[config.mk]
export PLATFORM = sky130hd
export DESIGN_NAME = xmi_event_stream_parser_flat
export DESIGN_NICKNAME = d
export VERILOG_FILES = /design/src/sv/xesp_pkg.sv /design/src/sv/xesp_if.sv /design/src/sv/xmi_event_stream_parser.sv /design/src/sv/xesp_front.sv /design/src/sv/xesp_queue.sv /design/src/sv/xesp_back.sv /design/src/flat_wrapper.sv
export SDC_FILE = /design/constraint.sdc
export NUM_CORES = 1
export LEC_CHECK = 0
export BUFFER_PORTS_ARGS = -buffer_cell sky130_fd_sc_hd__clkbuf_2
export CORE_ASPECT_RATIO = 1.2
export CORE_MARGIN = 2
export CORE_UTILIZATION = 52
export CTS_CLUSTER_SIZE = 24
export DETAILED_ROUTE_END_ITERATION = 16
export GPL_TIMING_DRIVEN = 0
export MAX_ROUTING_LAYER = met4
export PLACE_DENSITY = 0.65
export SYNTH_ARGS = -nofsm -noshare
export SYNTH_HDL_FRONTEND = slang
export SYNTH_SLANG_ARGS = --single-unit
[constraint.sdc]
create_clock -name clk -period 8.48 [get_ports clk]
set_input_delay 0.424 -clock clk [delete_from_list [all_inputs] [get_ports clk]]
set_output_delay 0.424 -clock clk [all_outputs]
set_load 0.05 [all_outputs]
[src/sv/xesp_pkg.sv]
// ----------------------------------------------------------------------------
// xesp_pkg: shared types and constants of the XMI event stream parser
// Parser phases, event kinds, the job record handed from front to back,
// and the status byte decode helpers.
// ----------------------------------------------------------------------------
package xesp_pkg;

  // Special bytes of the event stream
  localparam logic [7:0] ST_META       = 8'hFF;
  localparam logic [7:0] ST_SYSEX      = 8'hF0;
  localparam logic [7:0] ST_ESCAPE     = 8'hF7;
  localparam logic [7:0] META_END      = 8'h2F;
  localparam logic [7:0] INTERVAL_MORE = 8'h7F;
  localparam logic [3:0] HI_NOTE_ON    = 4'h9;
  localparam logic [3:0] HI_NOTE_OFF   = 4'h8;
  localparam logic [3:0] HI_POLY       = 4'hA;
  localparam logic [3:0] HI_CONTROL    = 4'hB;
  localparam logic [3:0] HI_PROGRAM    = 4'hC;
  localparam logic [3:0] HI_CHAN_PRESS = 4'hD;
  localparam logic [3:0] HI_PITCH      = 4'hE;

  localparam int          VLQ_BITS      = 28;
  localparam logic [2:0]  VLQ_MAX_BYTES = 3'd4;

  // Parser phase
  typedef enum logic [3:0] {
    PH_IDLE,
    PH_STATUS_DUE,
    PH_META_TYPE,
    PH_META_LEN,
    PH_SYSEX_LEN,
    PH_NOTE_KEY,
    PH_NOTE_VEL,
    PH_NOTE_DUR,
    PH_DATA1,
    PH_DATA2,
    PH_SKIP,
    PH_HALT
  } phase_t;

  // Result kinds, as they appear on the output
  typedef enum logic [2:0] {
    EV_NOTE_ON,
    EV_NOTE_OFF,
    EV_POLY_PRESS,
    EV_CONTROL,
    EV_PROGRAM,
    EV_CHAN_PRESS,
    EV_PITCH_BEND,
    EV_END_TRACK
  } event_kind_t;

  // One decoded byte's worth of results; pair marks a note-on/note-off pair
  typedef struct packed {
    logic                pair;
    event_kind_t         kind;
    logic [3:0]          channel;
    logic [7:0]          first;
    logic [7:0]          second;
    logic [VLQ_BITS-1:0] dur;
  } job_t;

  // Phase entered on a status byte
  function automatic phase_t status_phase(input logic [7:0] b);
    phase_t ph;
    if (b == ST_META) begin
      ph = PH_META_TYPE;
    end else if (b == ST_SYSEX || b == ST_ESCAPE) begin
      ph = PH_SYSEX_LEN;
    end else if (b[7:4] == HI_NOTE_ON) begin
      ph = PH_NOTE_KEY;
    end else if (b[7:4] inside {HI_NOTE_OFF, [HI_POLY:HI_PITCH]}) begin
      ph = PH_DATA1;
    end else begin
      ph = PH_HALT;
    end
    return ph;
  endfunction

  // Event kind of a channel message from the status high nibble
  function automatic event_kind_t kind_of(input logic [3:0] hi);
    event_kind_t k;
    case (hi)
      HI_NOTE_OFF:   k = EV_NOTE_OFF;
      HI_POLY:       k = EV_POLY_PRESS;
      HI_CONTROL:    k = EV_CONTROL;
      HI_PROGRAM:    k = EV_PROGRAM;
      HI_CHAN_PRESS: k = EV_CHAN_PRESS;
      default:       k = EV_PITCH_BEND;
    endcase
    return k;
  endfunction

endpackage

[src/sv/xesp_if.sv]
// ----------------------------------------------------------------------------
// xesp_if: channel interfaces of the XMI event stream parser
// Byte input channel and decoded event output channel, valid/ready.
// ----------------------------------------------------------------------------
interface xesp_in_if;
  logic       valid;
  logic       ready;
  logic [7:0] byte_value;
  logic       final_byte;

  modport source (output valid, output byte_value, output final_byte, input ready);
  modport sink   (input valid, input byte_value, input final_byte, output ready);
endinterface

interface xesp_out_if;
  logic        valid;
  logic        ready;
  logic [2:0]  event_kind;
  logic [3:0]  channel_number;
  logic [7:0]  first_data;
  logic [7:0]  second_data;
  logic [31:0] event_tick;
  logic        last_of_run;

  modport source (output valid, output event_kind, output channel_number,
                  output first_data, output second_data, output event_tick,
                  output last_of_run, input ready);
  modport sink   (input valid, input event_kind, input channel_number,
                  input first_data, input second_data, input event_tick,
                  input last_of_run, output ready);
endinterface

[src/sv/xmi_event_stream_parser.sv]
// ----------------------------------------------------------------------------
// xmi_event_stream_parser: XMI event chunk parser
// Decodes event chunk bytes into MIDI channel events and end-of-track marks
// with absolute ticks.
//
//   channel  dir  payload                                   handshake
//   in_ch    in   byte_value[7:0], final_byte               valid/ready
//   out_ch   out  event_kind, channel_number, first_data,   valid/ready
//                 second_data, event_tick[31:0], last_of_run
//
// One byte per cycle is accepted while the job queue has room; results leave
// at one per cycle while out_ch is ready, a note pair giving two results, so
// note-heavy streams are bound by the output register.
// Reset is synchronous, active low; state comes up ready for a new stream.
// in_ch stalls only when the job queue between parser and emitter is full.
// ----------------------------------------------------------------------------
module xmi_event_stream_parser #(
  parameter int TICK_BITS   = 32,
  parameter int QUEUE_DEPTH = 4
) (
  input  logic        clk,
  input  logic        rst_n,
  xesp_in_if.sink     in_ch,
  xesp_out_if.source  out_ch
);

  localparam int JOB_W = $bits(xesp_pkg::job_t) + TICK_BITS;

  logic                 q_push, q_pop, q_empty, q_full;
  xesp_pkg::job_t       push_job, pop_job;
  logic [TICK_BITS-1:0] push_tick, pop_tick;
  logic [JOB_W-1:0]     pop_data;

  // parser
  xesp_front #(.TICK_BITS(TICK_BITS)) u_front (
    .clk    (clk),
    .rst_n  (rst_n),
    .in_ch  (in_ch),
    .q_full (q_full),
    .q_push (q_push),
    .q_job  (push_job),
    .q_tick (push_tick)
  );

  // job queue
  xesp_queue #(.WIDTH(JOB_W), .DEPTH(QUEUE_DEPTH)) u_queue (
    .clk       (clk),
    .rst_n     (rst_n),
    .push      (q_push),
    .push_data ({push_job, push_tick}),
    .pop       (q_pop),
    .pop_data  (pop_data),
    .empty     (q_empty),
    .full      (q_full)
  );

  assign {pop_job, pop_tick} = pop_data;

  // emitter
  xesp_back #(.TICK_BITS(TICK_BITS)) u_back (
    .clk     (clk),
    .rst_n   (rst_n),
    .q_empty (q_empty),
    .q_job   (pop_job),
    .q_tick  (pop_tick),
    .q_pop   (q_pop),
    .out_ch  (out_ch)
  );

  // parser never pushes into a full queue
  a_no_overflow: assert property (@(posedge clk) disable iff (!rst_n)
    !(q_push && q_full))
    else $error("job pushed into full queue");

  // only the note-on of a pair is not last of its run
  a_mid_is_note_on: assert property (@(posedge clk) disable iff (!rst_n)
    out_ch.valid && !out_ch.last_of_run |->
      out_ch.event_kind == xesp_pkg::EV_NOTE_ON)
    else $error("non-last result is not a note-on");

  // a taken note-on of a pair is followed by its note-off on the same channel
  a_pair_follows: assert property (@(posedge clk) disable iff (!rst_n)
    out_ch.valid && out_ch.ready && !out_ch.last_of_run |=>
      out_ch.valid && out_ch.last_of_run &&
      out_ch.event_kind == xesp_pkg::EV_NOTE_OFF &&
      out_ch.channel_number == $past(out_ch.channel_number) &&
      out_ch.first_data == $past(out_ch.first_data))
    else $error("note-off does not follow its note-on");

endmodule

[src/sv/xesp_front.sv]
// ----------------------------------------------------------------------------
// xesp_front: byte parser
// Accepts one byte per cycle while the queue is not full, tracks the parse
// phase, tick and VLQs, pushes one job per result-producing byte to it.
// ----------------------------------------------------------------------------
module xesp_front #(
  parameter int TICK_BITS = 32
) (
  input  logic                  clk,
  input  logic                  rst_n,
  xesp_in_if.sink               in_ch,
  input  logic                  q_full,
  output logic                  q_push,
  output xesp_pkg::job_t        q_job,
  output logic [TICK_BITS-1:0]  q_tick
);

  localparam int VB = xesp_pkg::VLQ_BITS;

  xesp_pkg::phase_t       phase_r, phase_nxt;
  logic [TICK_BITS-1:0]   tick_r, tick_nxt;
  logic [7:0]             status_r, status_nxt;
  logic [7:0]             first_r, first_nxt;
  logic [7:0]             second_r, second_nxt;
  logic [VB-1:0]          vlq_r, vlq_nxt;
  logic [2:0]             cnt_r, cnt_nxt;
  logic [VB-1:0]          skip_r, skip_nxt;
  logic                   meta_end_r, meta_end_nxt;

  logic          acc;
  logic [7:0]    b;
  logic          fin;
  logic [VB-1:0] vlq_shift;
  logic [2:0]    cnt_inc;
  logic          vlq_done;
  logic [VB-1:0] skip_dec;

  // a job may be pushed on any accepted byte, so hold off while full
  assign in_ch.ready = !q_full;
  assign acc         = in_ch.valid && !q_full;
  assign b           = in_ch.byte_value;
  assign fin         = in_ch.final_byte;

  assign vlq_shift = {vlq_r[VB-8:0], b[6:0]};
  assign cnt_inc   = cnt_r + 3'd1;
  assign vlq_done  = !b[7] || (cnt_inc >= xesp_pkg::VLQ_MAX_BYTES) || fin;
  assign skip_dec  = skip_r - VB'(1);
  assign q_tick    = tick_r;

  // state registers
  always_ff @(posedge clk) begin
    if (!rst_n) begin
      phase_r    <= xesp_pkg::PH_IDLE;
      tick_r     <= '0;
      status_r   <= '0;
      first_r    <= '0;
      second_r   <= '0;
      vlq_r      <= '0;
      cnt_r      <= '0;
      skip_r     <= '0;
      meta_end_r <= 1'b0;
    end else begin
      phase_r    <= phase_nxt;
      tick_r     <= tick_nxt;
      status_r   <= status_nxt;
      first_r    <= first_nxt;
      second_r   <= second_nxt;
      vlq_r      <= vlq_nxt;
      cnt_r      <= cnt_nxt;
      skip_r     <= skip_nxt;
      meta_end_r <= meta_end_nxt;
    end
  end

  // next state and job generation
  always_comb begin
    phase_nxt    = phase_r;
    tick_nxt     = tick_r;
    status_nxt   = status_r;
    first_nxt    = first_r;
    second_nxt   = second_r;
    vlq_nxt      = vlq_r;
    cnt_nxt      = cnt_r;
    skip_nxt     = skip_r;
    meta_end_nxt = meta_end_r;
    q_push       = 1'b0;
    q_job        = '0;
    q_job.channel = status_r[3:0];

    if (acc) begin
      case (phase_r)
        xesp_pkg::PH_IDLE: begin
          if (!b[7]) begin
            tick_nxt = tick_r + TICK_BITS'(b);
            if (b != xesp_pkg::INTERVAL_MORE) phase_nxt = xesp_pkg::PH_STATUS_DUE;
          end else begin
            status_nxt = b;
            vlq_nxt    = '0;
            cnt_nxt    = '0;
            phase_nxt  = xesp_pkg::status_phase(b);
          end
        end
        xesp_pkg::PH_STATUS_DUE: begin
          if (!b[7]) begin
            phase_nxt = xesp_pkg::PH_HALT;
          end else begin
            status_nxt = b;
            vlq_nxt    = '0;
            cnt_nxt    = '0;
            phase_nxt  = xesp_pkg::status_phase(b);
          end
        end
        xesp_pkg::PH_META_TYPE: begin
          meta_end_nxt = (b == xesp_pkg::META_END);
          vlq_nxt      = '0;
          cnt_nxt      = '0;
          phase_nxt    = xesp_pkg::PH_META_LEN;
          // stream ends after the type: zero length
          if (fin && meta_end_nxt) begin
            q_push        = 1'b1;
            q_job.kind    = xesp_pkg::EV_END_TRACK;
            q_job.channel = '0;
          end
        end
        xesp_pkg::PH_META_LEN: begin
          vlq_nxt = vlq_shift;
          cnt_nxt = cnt_inc;
          if (vlq_done) begin
            if (meta_end_r) begin
              q_push        = 1'b1;
              q_job.kind    = xesp_pkg::EV_END_TRACK;
              q_job.channel = '0;
            end
            skip_nxt  = vlq_shift;
            phase_nxt = (vlq_shift == '0) ? xesp_pkg::PH_IDLE : xesp_pkg::PH_SKIP;
          end
        end
        xesp_pkg::PH_SYSEX_LEN: begin
          vlq_nxt = vlq_shift;
          cnt_nxt = cnt_inc;
          if (vlq_done) begin
            skip_nxt  = vlq_shift;
            phase_nxt = (vlq_shift == '0) ? xesp_pkg::PH_IDLE : xesp_pkg::PH_SKIP;
          end
        end
        xesp_pkg::PH_NOTE_KEY: begin
          first_nxt = b;
          phase_nxt = xesp_pkg::PH_NOTE_VEL;
        end
        xesp_pkg::PH_NOTE_VEL: begin
          second_nxt = b;
          vlq_nxt    = '0;
          cnt_nxt    = '0;
          phase_nxt  = xesp_pkg::PH_NOTE_DUR;
          // stream ends before the duration: zero duration
          if (fin) begin
            q_push       = 1'b1;
            q_job.pair   = 1'b1;
            q_job.kind   = xesp_pkg::EV_NOTE_ON;
            q_job.first  = first_r;
            q_job.second = b;
          end
        end
        xesp_pkg::PH_NOTE_DUR: begin
          vlq_nxt = vlq_shift;
          cnt_nxt = cnt_inc;
          if (vlq_done) begin
            q_push       = 1'b1;
            q_job.pair   = 1'b1;
            q_job.kind   = xesp_pkg::EV_NOTE_ON;
            q_job.first  = first_r;
            q_job.second = second_r;
            q_job.dur    = vlq_shift;
            phase_nxt    = xesp_pkg::PH_IDLE;
          end
        end
        xesp_pkg::PH_DATA1: begin
          first_nxt = b;
          if (status_r[7:4] == xesp_pkg::HI_PROGRAM ||
              status_r[7:4] == xesp_pkg::HI_CHAN_PRESS) begin
            q_push      = 1'b1;
            q_job.kind  = xesp_pkg::kind_of(status_r[7:4]);
            q_job.first = b;
            phase_nxt   = xesp_pkg::PH_IDLE;
          end else begin
            phase_nxt = xesp_pkg::PH_DATA2;
          end
        end
        xesp_pkg::PH_DATA2: begin
          second_nxt   = b;
          q_push       = 1'b1;
          q_job.kind   = xesp_pkg::kind_of(status_r[7:4]);
          q_job.first  = first_r;
          q_job.second = b;
          phase_nxt    = xesp_pkg::PH_IDLE;
        end
        xesp_pkg::PH_SKIP: begin
          skip_nxt = skip_dec;
          if (skip_dec == '0) phase_nxt = xesp_pkg::PH_IDLE;
        end
        default: begin
          phase_nxt = xesp_pkg::PH_HALT;
        end
      endcase

      // last byte of the chunk: back to reset values for the next stream
      if (fin) begin
        phase_nxt    = xesp_pkg::PH_IDLE;
        tick_nxt     = '0;
        status_nxt   = '0;
        first_nxt    = '0;
        second_nxt   = '0;
        vlq_nxt      = '0;
        cnt_nxt      = '0;
        skip_nxt     = '0;
        meta_end_nxt = 1'b0;
      end
    end
  end

endmodule

[src/sv/xesp_queue.sv]
// ----------------------------------------------------------------------------
// xesp_queue: job queue between parser and emitter
// Small register FIFO, one push and one pop per cycle, if not full/empty.
// ----------------------------------------------------------------------------
module xesp_queue #(
  parameter int WIDTH = 64,
  parameter int DEPTH = 4
) (
  input  logic             clk,
  input  logic             rst_n,
  input  logic             push,
  input  logic [WIDTH-1:0] push_data,
  input  logic             pop,
  output logic [WIDTH-1:0] pop_data,
  output logic             empty,
  output logic             full
);

  localparam int PTR_W = (DEPTH > 1) ? $clog2(DEPTH) : 1;
  localparam int CNT_W = $clog2(DEPTH + 1);

  logic [WIDTH-1:0] mem_r [DEPTH];
  logic [PTR_W-1:0] wr_ptr_r, wr_ptr_nxt;
  logic [PTR_W-1:0] rd_ptr_r, rd_ptr_nxt;
  logic [CNT_W-1:0] count_r, count_nxt;
  logic             do_push, do_pop;

  assign empty    = (count_r == '0);
  assign full     = (count_r == CNT_W'(DEPTH));
  assign do_push  = push && !full;
  assign do_pop   = pop && !empty;
  assign pop_data = mem_r[rd_ptr_r];

  // pointer and count update, wrapping at DEPTH
  always_comb begin
    wr_ptr_nxt = wr_ptr_r;
    rd_ptr_nxt = rd_ptr_r;
    count_nxt  = count_r;
    if (do_push) begin
      wr_ptr_nxt = (wr_ptr_r == PTR_W'(DEPTH - 1)) ? '0 : wr_ptr_r + PTR_W'(1);
    end
    if (do_pop) begin
      rd_ptr_nxt = (rd_ptr_r == PTR_W'(DEPTH - 1)) ? '0 : rd_ptr_r + PTR_W'(1);
    end
    if (do_push && !do_pop) begin
      count_nxt = count_r + CNT_W'(1);
    end else if (do_pop && !do_push) begin
      count_nxt = count_r - CNT_W'(1);
    end
  end

  always_ff @(posedge clk) begin
    if (!rst_n) begin
      wr_ptr_r <= '0;
      rd_ptr_r <= '0;
      count_r  <= '0;
    end else begin
      wr_ptr_r <= wr_ptr_nxt;
      rd_ptr_r <= rd_ptr_nxt;
      count_r  <= count_nxt;
    end
  end

  // storage, no reset
  always_ff @(posedge clk) begin
    if (do_push) mem_r[wr_ptr_r] <= push_data;
  end

endmodule

[src/sv/xesp_back.sv]
// ----------------------------------------------------------------------------
// xesp_back: event emitter
// Expands each queued job into one or two results and holds them in the
// output register; a note pair gives the note-on, then the note-off at
// tick plus duration.
// ----------------------------------------------------------------------------
module xesp_back #(
  parameter int TICK_BITS = 32
) (
  input  logic                  clk,
  input  logic                  rst_n,
  input  logic                  q_empty,
  input  xesp_pkg::job_t        q_job,
  input  logic [TICK_BITS-1:0]  q_tick,
  output logic                  q_pop,
  xesp_out_if.source            out_ch
);

  logic                 out_valid_r, out_valid_nxt;
  logic                 half_r, half_nxt;
  logic [2:0]           kind_r, kind_nxt;
  logic [3:0]           chan_r, chan_nxt;
  logic [7:0]           first_r, first_nxt;
  logic [7:0]           second_r, second_nxt;
  logic [31:0]          tick_r, tick_nxt;
  logic                 last_r, last_nxt;
  logic                 load;
  logic [TICK_BITS-1:0] off_tick;

  assign load     = !out_valid_r || out_ch.ready;
  assign off_tick = q_tick + TICK_BITS'(q_job.dur);

  assign out_ch.valid          = out_valid_r;
  assign out_ch.event_kind     = kind_r;
  assign out_ch.channel_number = chan_r;
  assign out_ch.first_data     = first_r;
  assign out_ch.second_data    = second_r;
  assign out_ch.event_tick     = tick_r;
  assign out_ch.last_of_run    = last_r;

  // result selection
  always_comb begin
    out_valid_nxt = out_valid_r;
    half_nxt      = half_r;
    kind_nxt      = kind_r;
    chan_nxt      = chan_r;
    first_nxt     = first_r;
    second_nxt    = second_r;
    tick_nxt      = tick_r;
    last_nxt      = last_r;
    q_pop         = 1'b0;

    if (load) begin
      out_valid_nxt = !q_empty;
      if (!q_empty) begin
        chan_nxt  = q_job.channel;
        first_nxt = q_job.first;
        if (q_job.pair && half_r) begin
          // second half of a note pair
          kind_nxt   = xesp_pkg::EV_NOTE_OFF;
          second_nxt = '0;
          tick_nxt   = 32'(off_tick);
          last_nxt   = 1'b1;
          half_nxt   = 1'b0;
          q_pop      = 1'b1;
        end else begin
          kind_nxt   = q_job.kind;
          second_nxt = q_job.second;
          tick_nxt   = 32'(q_tick);
          last_nxt   = !q_job.pair;
          half_nxt   = q_job.pair;
          q_pop      = !q_job.pair;
        end
      end
    end
  end

  always_ff @(posedge clk) begin
    if (!rst_n) begin
      out_valid_r <= 1'b0;
      half_r      <= 1'b0;
    end else begin
      out_valid_r <= out_valid_nxt;
      half_r      <= half_nxt;
    end
  end

  // payload register
  always_ff @(posedge clk) begin
    kind_r   <= kind_nxt;
    chan_r   <= chan_nxt;
    first_r  <= first_nxt;
    second_r <= second_nxt;
    tick_r   <= tick_nxt;
    last_r   <= last_nxt;
  end

endmodule
[src/flat_wrapper.sv]
// flat-port wrapper written by rule: the top's interface ports become plain ports
module xmi_event_stream_parser_flat 
#(
  parameter int TICK_BITS   = 32,
  parameter int QUEUE_DEPTH = 4
)
  (clk, rst_n, in_ch_valid, in_ch_byte_value, in_ch_final_byte, in_ch_ready, out_ch_valid, out_ch_event_kind, out_ch_channel_number, out_ch_first_data, out_ch_second_data, out_ch_event_tick, out_ch_last_of_run, out_ch_ready);
  xesp_in_if in_ch_i ();
  xesp_out_if out_ch_i ();
  input  logic clk;
  input  logic rst_n;
  input wire logic [$bits(in_ch_i.valid)-1:0] in_ch_valid;
  input wire logic [$bits(in_ch_i.byte_value)-1:0] in_ch_byte_value;
  input wire logic [$bits(in_ch_i.final_byte)-1:0] in_ch_final_byte;
  output wire logic [$bits(in_ch_i.ready)-1:0] in_ch_ready;
  output wire logic [$bits(out_ch_i.valid)-1:0] out_ch_valid;
  output wire logic [$bits(out_ch_i.event_kind)-1:0] out_ch_event_kind;
  output wire logic [$bits(out_ch_i.channel_number)-1:0] out_ch_channel_number;
  output wire logic [$bits(out_ch_i.first_data)-1:0] out_ch_first_data;
  output wire logic [$bits(out_ch_i.second_data)-1:0] out_ch_second_data;
  output wire logic [$bits(out_ch_i.event_tick)-1:0] out_ch_event_tick;
  output wire logic [$bits(out_ch_i.last_of_run)-1:0] out_ch_last_of_run;
  input wire logic [$bits(out_ch_i.ready)-1:0] out_ch_ready;
  assign in_ch_i.valid = in_ch_valid;
  assign in_ch_i.byte_value = in_ch_byte_value;
  assign in_ch_i.final_byte = in_ch_final_byte;
  assign in_ch_ready = in_ch_i.ready;
  assign out_ch_valid = out_ch_i.valid;
  assign out_ch_event_kind = out_ch_i.event_kind;
  assign out_ch_channel_number = out_ch_i.channel_number;
  assign out_ch_first_data = out_ch_i.first_data;
  assign out_ch_second_data = out_ch_i.second_data;
  assign out_ch_event_tick = out_ch_i.event_tick;
  assign out_ch_last_of_run = out_ch_i.last_of_run;
  assign out_ch_i.ready = out_ch_ready;
  xmi_event_stream_parser #(.TICK_BITS(TICK_BITS), .QUEUE_DEPTH(QUEUE_DEPTH)) u_core (.clk(clk), .rst_n(rst_n), .in_ch(in_ch_i), .out_ch(out_ch_i));
endmodule
==> flow_metrics.tcl, run 1 <==
set metrics [dict create \
    status "complete, no violations" \
    synth.distinct_cells 76 \
    timing.critical_path.arrival_ps 6330 \
    layout_worst_path_cycle_share_pct 71.0 \
    totalNegativeSetupSlack_ps 0 \
    gpl.final_weighted_congestion 0.974 \
    syn_area_per_cell_sq_um 12.7 \
    timing.rr.end "u_core.u_back.out_ch.event_tick[26]" \
    ys_dominant_reg_cell "sky130_fd_sc_hd__edfxtp_1" \
    yosys_register_bits 516 \
    timing_worst_setup_path_type "reg2reg" \
    cts-buffers-inserted 51 \
    finalNetCount 2023 \
    worst_r2r_path_depth 13 \
    critPathMaxFanout 10 \
    syn_to_final_growth_pct 12.4 \
    drtPass1Iterations 5 \
    yosysTopAreaCellShare_pct 50.5 \
    place.detailed.hpwl_um 43300 \
    met1_usage_grt_pct 33.4 \
    timing_worst_slew_pin_value_ps 1080 \
    synthCells 1832 \
    std_cell_rows 85 \
    final_area_sq_um 26200 \
    rsz0062_at_grt "false" \
    routed_via_density 6.11 \
    floorplan.core_area_sq_um 44600 \
    detailedRoute.firstIterationViolations 1086 \
    worst_ir_drop_vdd_v 0.000160 \
    hold_viol 0 \
    clock_pin_slew_on_the_worst_setup_and_hold_paths_ps 60 \
    count_of_buffers_added_by_post_cts_timing_repair_for_setup 0 \
    timing.slew.headroom_pct 27.9 \
    min_period_ps 6020 \
    cts_tree "done" \
    multi_input_comb_area_sq_um 8590 \
    drive_gt1_share_pct 13.6 \
    cts.htree.levels 2 \
    worst-r2r-setup-slack_ps 2460 \
    synth_largest_area_cell "sky130_fd_sc_hd__edfxtp_1" \
    buffer_ports.inserted 70 \
    cts_resized 0 \
    synth_sequential_area_ratio_pct 61.1 \
    clk_latency_ps 600 \
    gr-max-usage-layer "met2" \
    timing.critical_path.max_delay_family "buffers and inverters" \
    antenna-diode-count 0 \
    grt_start_max_net_pins 51 \
    worst_hold_path_type "in2reg" \
    async_reset_ff_share_pct 0 \
    wire_per_inst_um 23.6 \
    worst-endpoint-required_ps 8790 \
    gr-usage-all-layers_pct 27.3 \
    globalRouteMet3Util_pct 3.37 \
    max_cap_viol_count 0 \
    first_global_vias 15612 \
    detail_route.wirelength_um 60500 \
    startpoint_type "flop" \
    synth.top_cells.by_area "sky130_fd_sc_hd__edfxtp_1 50%, sky130_fd_sc_hd__dfxtp_1 11%, sky130_fd_sc_hd__mux4_2 8.1%" \
    syn_area_sq_um 23300 \
    static-leakage-power_nw 8.83 \
    cts_hold_repair.buffers 0 \
    global_route_wire_length_before_repair_um 92500 \
    routed_antenna_nets 0 \
    worst_clock_skew_ps 24.5 \
    cts_root_buffer "sky130_fd_sc_hd__clkbuf_16" \
    tritoncts_sink_count 516 \
    synth-warning-count 0 \
    route.detailed.drc 0 \
    cp-end-kind "flop" \
    start_util_pct 52.4 \
    floorplan.io_pins 71 \
    die_area_sq_um 46600 \
    cellPowerDensity_nw_per_um2 237 \
    final_design_utilization_pct 58.8 \
    max_stage_delay_ps 850 \
    cp_cell_sequence "buf_1 > clkbuf_1 > buf_1 > mux4_2 > ha_1 > clkbuf_1 > a21oi_1 > o21ai_0 > a21oi_1 > o211ai_1 > a311oi_1 > xnor2_1 > o21ai_0" \
    drv_slew 0 \
    antenna_found_initial 0 \
    gr-usage-met2_pct 45.7 \
    die_w_um 197 \
    final-seq-area_sq_um 14300 \
    crit_path_top_delay_cell "sky130_fd_sc_hd__clkbuf_1" \
    timing.fmax_mhz 166 \
    timing.critical_path.depth 13 \
    fillers 3547 \
    timing.final.setup_violations 0 \
    dpl_cell_area_sq_um 24600 \
    grt.overflow.total 0 \
    synthesis.nets 1893 \
    cts_buffer_depth 3 \
    synth_enable_flop_cells 392 \
    die_y_um 236 \
    via_count 15695 \
    wp_buf_inv 4 \
    crit_path_end "u_core.u_back.out_ch.event_tick[26]" \
]
-- cell usage in the layout, fill, tap and decap left out, types with 15 or more instances in the layout --
| cell | instances |
|---|---|
| sky130_fd_sc_hd__xor2_1 | 22 |
| sky130_fd_sc_hd__nand3_1 | 42 |
| sky130_fd_sc_hd__nor2b_1 | 20 |
| sky130_fd_sc_hd__mux4_2 | 84 |
| sky130_fd_sc_hd__ha_1 | 45 |
| sky130_fd_sc_hd__nand2_1 | 153 |
| sky130_fd_sc_hd__dfxtp_1 | 124 |
| sky130_fd_sc_hd__o211ai_1 | 17 |
| sky130_fd_sc_hd__and3_1 | 43 |
| sky130_fd_sc_hd__a22oi_1 | 29 |
| sky130_fd_sc_hd__nor4_1 | 19 |
| sky130_fd_sc_hd__nor3_1 | 36 |
| sky130_fd_sc_hd__inv_1 | 25 |
| sky130_fd_sc_hd__a21o_1 | 15 |
| sky130_fd_sc_hd__a21oi_1 | 118 |
| sky130_fd_sc_hd__nor2_1 | 166 |
| sky130_fd_sc_hd__nand2b_1 | 18 |
| sky130_fd_sc_hd__edfxtp_1 | 392 |
| sky130_fd_sc_hd__mux2i_1 | 21 |
| sky130_fd_sc_hd__xnor2_1 | 38 |
| sky130_fd_sc_hd__clkbuf_16 | 53 |
| sky130_fd_sc_hd__clkbuf_2 | 70 |
| sky130_fd_sc_hd__and2_1 | 20 |
| sky130_fd_sc_hd__nand4_1 | 20 |
| sky130_fd_sc_hd__o21ai_0 | 81 |
| sky130_fd_sc_hd__clkbuf_1 | 102 |
-- synthesized netlist by cell type (22+ instances only) --
library cell,count
sky130_fd_sc_hd__mux4_2,84
sky130_fd_sc_hd__and2_1,24
sky130_fd_sc_hd__nand3_1,42
sky130_fd_sc_hd__nand2_1,153
sky130_fd_sc_hd__ha_1,45
sky130_fd_sc_hd__o21ai_0,81
sky130_fd_sc_hd__clkbuf_1,91
sky130_fd_sc_hd__inv_1,25
sky130_fd_sc_hd__and3_1,43
sky130_fd_sc_hd__edfxtp_1,392
sky130_fd_sc_hd__xor2_1,22
sky130_fd_sc_hd__a22oi_1,29
sky130_fd_sc_hd__nor3_1,36
sky130_fd_sc_hd__dfxtp_1,124
sky130_fd_sc_hd__a21oi_1,119
sky130_fd_sc_hd__nor2_1,166
sky130_fd_sc_hd__xnor2_1,38
-- cell type report --
type                    instances  share of cell area (%)
plain buffers                 107                    1.60
clock buffers                  68                    5.43
flip-flops and latches        516                    54.4
inverters                      26                   0.372
clock inverters                28                   0.849
well taps                     565                    2.70
multi-input cells            1183                    32.8
repair buffers                 77                    1.95
-- worst min path at each step --
stage	startpoint	to	slack (ps)	depth (start not counted)
final	out_ch_ready	u_core.u_back.out_ch.valid	150	4
after global routing	out_ch_ready	u_core.u_back.out_ch.valid	150	4
after CTS	out_ch_ready	u_core.u_back.out_ch.valid	120	4
after detailed placement	u_core.u_front.cnt_r[1]	u_core.u_front.cnt_r[1]	460	2
after global placement	u_core.u_front.cnt_r[1]	u_core.u_front.cnt_r[1]	450	2
after floorplan	u_core.u_front.cnt_r[1]	u_core.u_front.cnt_r[1]	440	2
-- flip-flops by register name (all words and copies together), names as in the netlist, named ones only --
signal / flops
u_core.u_front.meta_end_r: 1
u_core.u_front.first_r: 8
u_core.u_front.second_r: 8
u_core.u_front.vlq_r: 21
u_core.u_back.half_r: 1
u_core.u_queue.rd_ptr_r: 2
u_core.u_queue.wr_ptr_r: 2
u_core.u_front.phase_r: 4
u_core.u_front.q_tick: 32
u_core.u_back.out_ch.second_data: 8
u_core.u_queue.mem_r: 336
u_core.u_back.out_ch.event_tick: 32
u_core.u_front.status_r: 8
u_core.u_back.out_ch.valid: 1
u_core.u_front.skip_r: 28
u_core.u_back.out_ch.event_kind: 3
u_core.u_queue.count_r: 3
u_core.u_back.out_ch.channel_number: 4
u_core.u_back.out_ch.first_data: 8
u_core.u_back.out_ch.last_of_run: 1
u_core.u_front.cnt_r: 3
-- stage by stage --
stage / instances / hold slack, ps / power, mW / worst slack (ps)
detailed placement: 2474 / 459 / 4.05 / 2250
finish: 2570 / 147 / 6.21 / 2460
global route: 2570 / 152 / 6.44 / 1950
global placement: 2467 / 445 / 4.03 / 1130
floorplan: 1832 / 436 / 3.75 / 3440
CTS: 2570 / 124 / 6.24 / 2240
-- layer usage --
layer  vias to the layer above  share of wire (%)
li1                       7262                  -
met1                      7794                 40
met2                       495                 50
met3                       144                4.8
met4                         0                4.5
met5                         -                  0
-- power breakdown --
group | leakage (nW) | internal, mW | total (mW) | switching (mW)
sequential | 4.40 | 2.81 | 2.85 | 0.0372
clock | 0.799 | 1.25 | 2.21 | 0.963
combinational | 3.63 | 0.357 | 1.15 | 0.794
-- cells by family after synthesis --
group	synth area share [%]
AOI/OAI and AO/OA	9.62
xor gates and xnor gates	2.25
adders and majority gates	2.67
buffers and inverters	2.21
DFF	61.1
muxes	9.11
and+or+nand+nor	13.0
-- worst reg2reg max path, stage by stage, from the launching register on --
cell                       delay [ps]
sky130_fd_sc_hd__dfxtp_1          410
sky130_fd_sc_hd__buf_1            740
sky130_fd_sc_hd__clkbuf_1         850
sky130_fd_sc_hd__buf_1            690
sky130_fd_sc_hd__mux4_2           660
sky130_fd_sc_hd__ha_1             320
sky130_fd_sc_hd__clkbuf_1         180
sky130_fd_sc_hd__a21oi_1          250
sky130_fd_sc_hd__o21ai_0          180
sky130_fd_sc_hd__a21oi_1          300
sky130_fd_sc_hd__o211ai_1         240
sky130_fd_sc_hd__a311oi_1         660
sky130_fd_sc_hd__xnor2_1          180
sky130_fd_sc_hd__o21ai_0           80
No activity file was read; power rests on OpenSTA's default activity.
==> inputs of run 2 (changes only) <==
==> constraint.sdc (replaced) <==
create_clock -name clk -period 5.85 [get_ports clk]
set_input_delay 0.2925 -clock clk [delete_from_list [all_inputs] [get_ports clk]]
set_output_delay 0.2925 -clock clk [all_outputs]
set_load 0.05 [all_outputs]
==> run 2 against run 1 <==
  * Die area is the same
  * Critical path type unchanged
  * Sequential cell count unchanged
  * Register-to-register slack worse by 2100 ps
  * Fmax increased by 10%
  * Largest cell class unchanged
  * Worst hold slack worse by 5.5 ps
  * Sequential power up 45%
  * Utilization barely moved
  * Via count shrank 0.15%
  * Cell count unchanged
  * Highest routed layer unchanged
==> flow_metrics.tcl, run 2 (synthesis gave the netlist of run 1 again) <==
set metrics [dict create \
    timing.fmax_mhz 183 \
    floorplan.io_pins 71 \
    first_global_vias 15616 \
    most_common_library_cell_in_the_layout_ignoring_fill_and_taps "sky130_fd_sc_hd__edfxtp_1" \
    timing.critical_path.arrival_ps 5770 \
    start_util_pct 52.4 \
    hold-worst-slack_ps 141 \
    die_w_um 197 \
    hold_viol 0 \
    post-route-worst-setup-slack_ps 397 \
    cts_tree "done" \
    via_count 15671 \
    timing.slew.headroom_pct 27.2 \
    layout_worst_path_cycle_share_pct 93.2 \
    cts.htree.levels 2 \
    timing_worst_setup_path_type "reg2reg" \
    cts-buffers-inserted 51 \
    syn_to_final_growth_pct 12.5 \
    rsz0062_at_grt "false" \
    cts_buffer_depth 3 \
    clock_pin_slew_on_the_worst_setup_and_hold_paths_ps 60 \
    die_area_sq_um 46600 \
    pre_cts_slack_ps -378 \
    tritoncts_sink_count 516 \
    critPathMaxFanout 10 \
    registers.top_by_ff_count "u_core.u_queue.mem_r" \
    min_period_ps 5450 \
    wire_per_inst_um 23.5 \
    clk_latency_ps 600 \
    cellPowerDensity_nw_per_um2 343 \
    place.detailed.hpwl_um 43300 \
    max_cap_viol_count 0 \
    std_cell_rows 85 \
    buffer_ports.inserted 70 \
    timing_worst_slew_pin_value_ps 1080 \
    drv_slew 0 \
    detailedRoute.firstIterationViolations 1135 \
    mostFrequentLayoutCells "392 x sky130_fd_sc_hd__edfxtp_1, 166 x sky130_fd_sc_hd__nor2_1, 153 x sky130_fd_sc_hd__nand2_1" \
    antenna_found_initial 0 \
    final_design_utilization_pct 58.9 \
    worst-endpoint-required_ps 6160 \
    grt_start_max_net_pins 51 \
    drive_gt1_share_pct 13.7 \
    min_from "in_ch_byte_value[0]" \
    finalPower_mw 9.00 \
    static-leakage-power_nw 8.84 \
    routed_via_density 6.10 \
    cts_root_buffer "sky130_fd_sc_hd__clkbuf_16" \
    gr-usage-all-layers_pct 27.2 \
    drtPass1Iterations 6 \
    largest_reg_flops 336 \
    die_y_um 236 \
    gpl.final_weighted_congestion 0.974 \
    count_of_buffers_added_by_post_cts_timing_repair_for_setup 0 \
    worst_hold_path_type "in2reg" \
    route.detailed.drc 0 \
    detail_route.wirelength_um 60500 \
    timing.final.setup_violations 0 \
    antenna-diode-count 0 \
    finalNetCount 2023 \
    routed_antenna_nets 0 \
    grt.overflow.total 0 \
    floorplan.core_area_sq_um 44600 \
    worst_clock_skew_ps 23.0 \
    fillers 3547 \
    global_route_wire_length_before_repair_um 92500 \
    startpoint_type "flop" \
    worst_ir_drop_vdd_v 0.000231 \
    cp-end-kind "flop" \
    status "complete, no violations" \
]
run 2: cell types whose count changed in the layout (fill, tap and decap cells not counted):
cell                              change
sky130_fd_sc_hd__buf_1                -3
sky130_fd_sc_hd__clkbuf_1             -1
sky130_fd_sc_hd__clkbuf_4             +1
sky130_fd_sc_hd__clkdlybuf4s15_1      +1
sky130_fd_sc_hd__dlygate4sd3_1        +1
sky130_fd_sc_hd__clkbuf_2             +1
run 2: cell type report:
| type | count | area [sq um] | share of cell area, % |
|---|---|---|---|
| plain buffers | 106 | 427 | 1.63 |
| clock buffers | 68 | 1420 | 5.42 |
| clock inverters | 28 | 223 | 0.849 |
| inverters | 26 | 97.6 | 0.372 |
| multi-input cells | 1183 | 8590 | 32.7 |
| flip-flops and latches | 516 | 14300 | 54.3 |
| well taps | 565 | 707 | 2.69 |
| repair buffers | 78 | 522 | 1.99 |
run 2: worst max-delay path: stages, from the launching register on:
cell and delay (ps):
sky130_fd_sc_hd__dfxtp_1 380, sky130_fd_sc_hd__buf_1 730, sky130_fd_sc_hd__clkbuf_1 720, sky130_fd_sc_hd__clkbuf_1 520
sky130_fd_sc_hd__mux4_2 460, sky130_fd_sc_hd__ha_1 310, sky130_fd_sc_hd__clkbuf_1 180, sky130_fd_sc_hd__a21oi_1 240
sky130_fd_sc_hd__o21ai_0 170, sky130_fd_sc_hd__a21oi_1 290, sky130_fd_sc_hd__o211ai_1 240, sky130_fd_sc_hd__a311oi_1 660
sky130_fd_sc_hd__xnor2_1 180, sky130_fd_sc_hd__o21ai_0 80
run 2: worst paths after layout:
path	to	slack [ps]	cells past startpoint
worst max-delay path	u_core.u_back.out_ch.event_tick[26]	400	13
worst max register to register	u_core.u_back.out_ch.event_tick[26]	400	13
worst min register to register	u_core.u_front.cnt_r[1]	470	2
worst min-delay path	u_core.u_front.q_tick[0]	140	4
run 2: repair_timing:
item,4_1_cts,5_1_grt
setup endpoints to repair,7,6
gates resized for setup,2,4
hold buffers,1,0
gates cloned,0,0
endpoints found under the hold margin,1,0
run 2: power breakdown:
group | internal (mW) | switching (mW)
registers | 4.07 | 0.0540
clock network | 1.81 | 1.39
logic | 0.519 | 1.15
total | 6.40 | 2.60
run 2: per-layer routing:
metal	global-route usage, %	wire length [um]	up-vias
met5	-	0	-
met4	11.7	2770	0
met3	3.35	2640	150
met2	45.6	30400	499
met1	33.5	24700	7747
li1	-	-	7275
run 2: metrics by stage:
step | instance area [sq um] | cells | TNS, ps
final | 26200 | 2570 | 0
after global placement | 24400 | 2467 | -498020
after floorplan | 23300 | 1832 | 0
after global routing | 26200 | 2570 | 0
after detailed placement | 24600 | 2474 | -1590
after CTS | 26200 | 2570 | 0
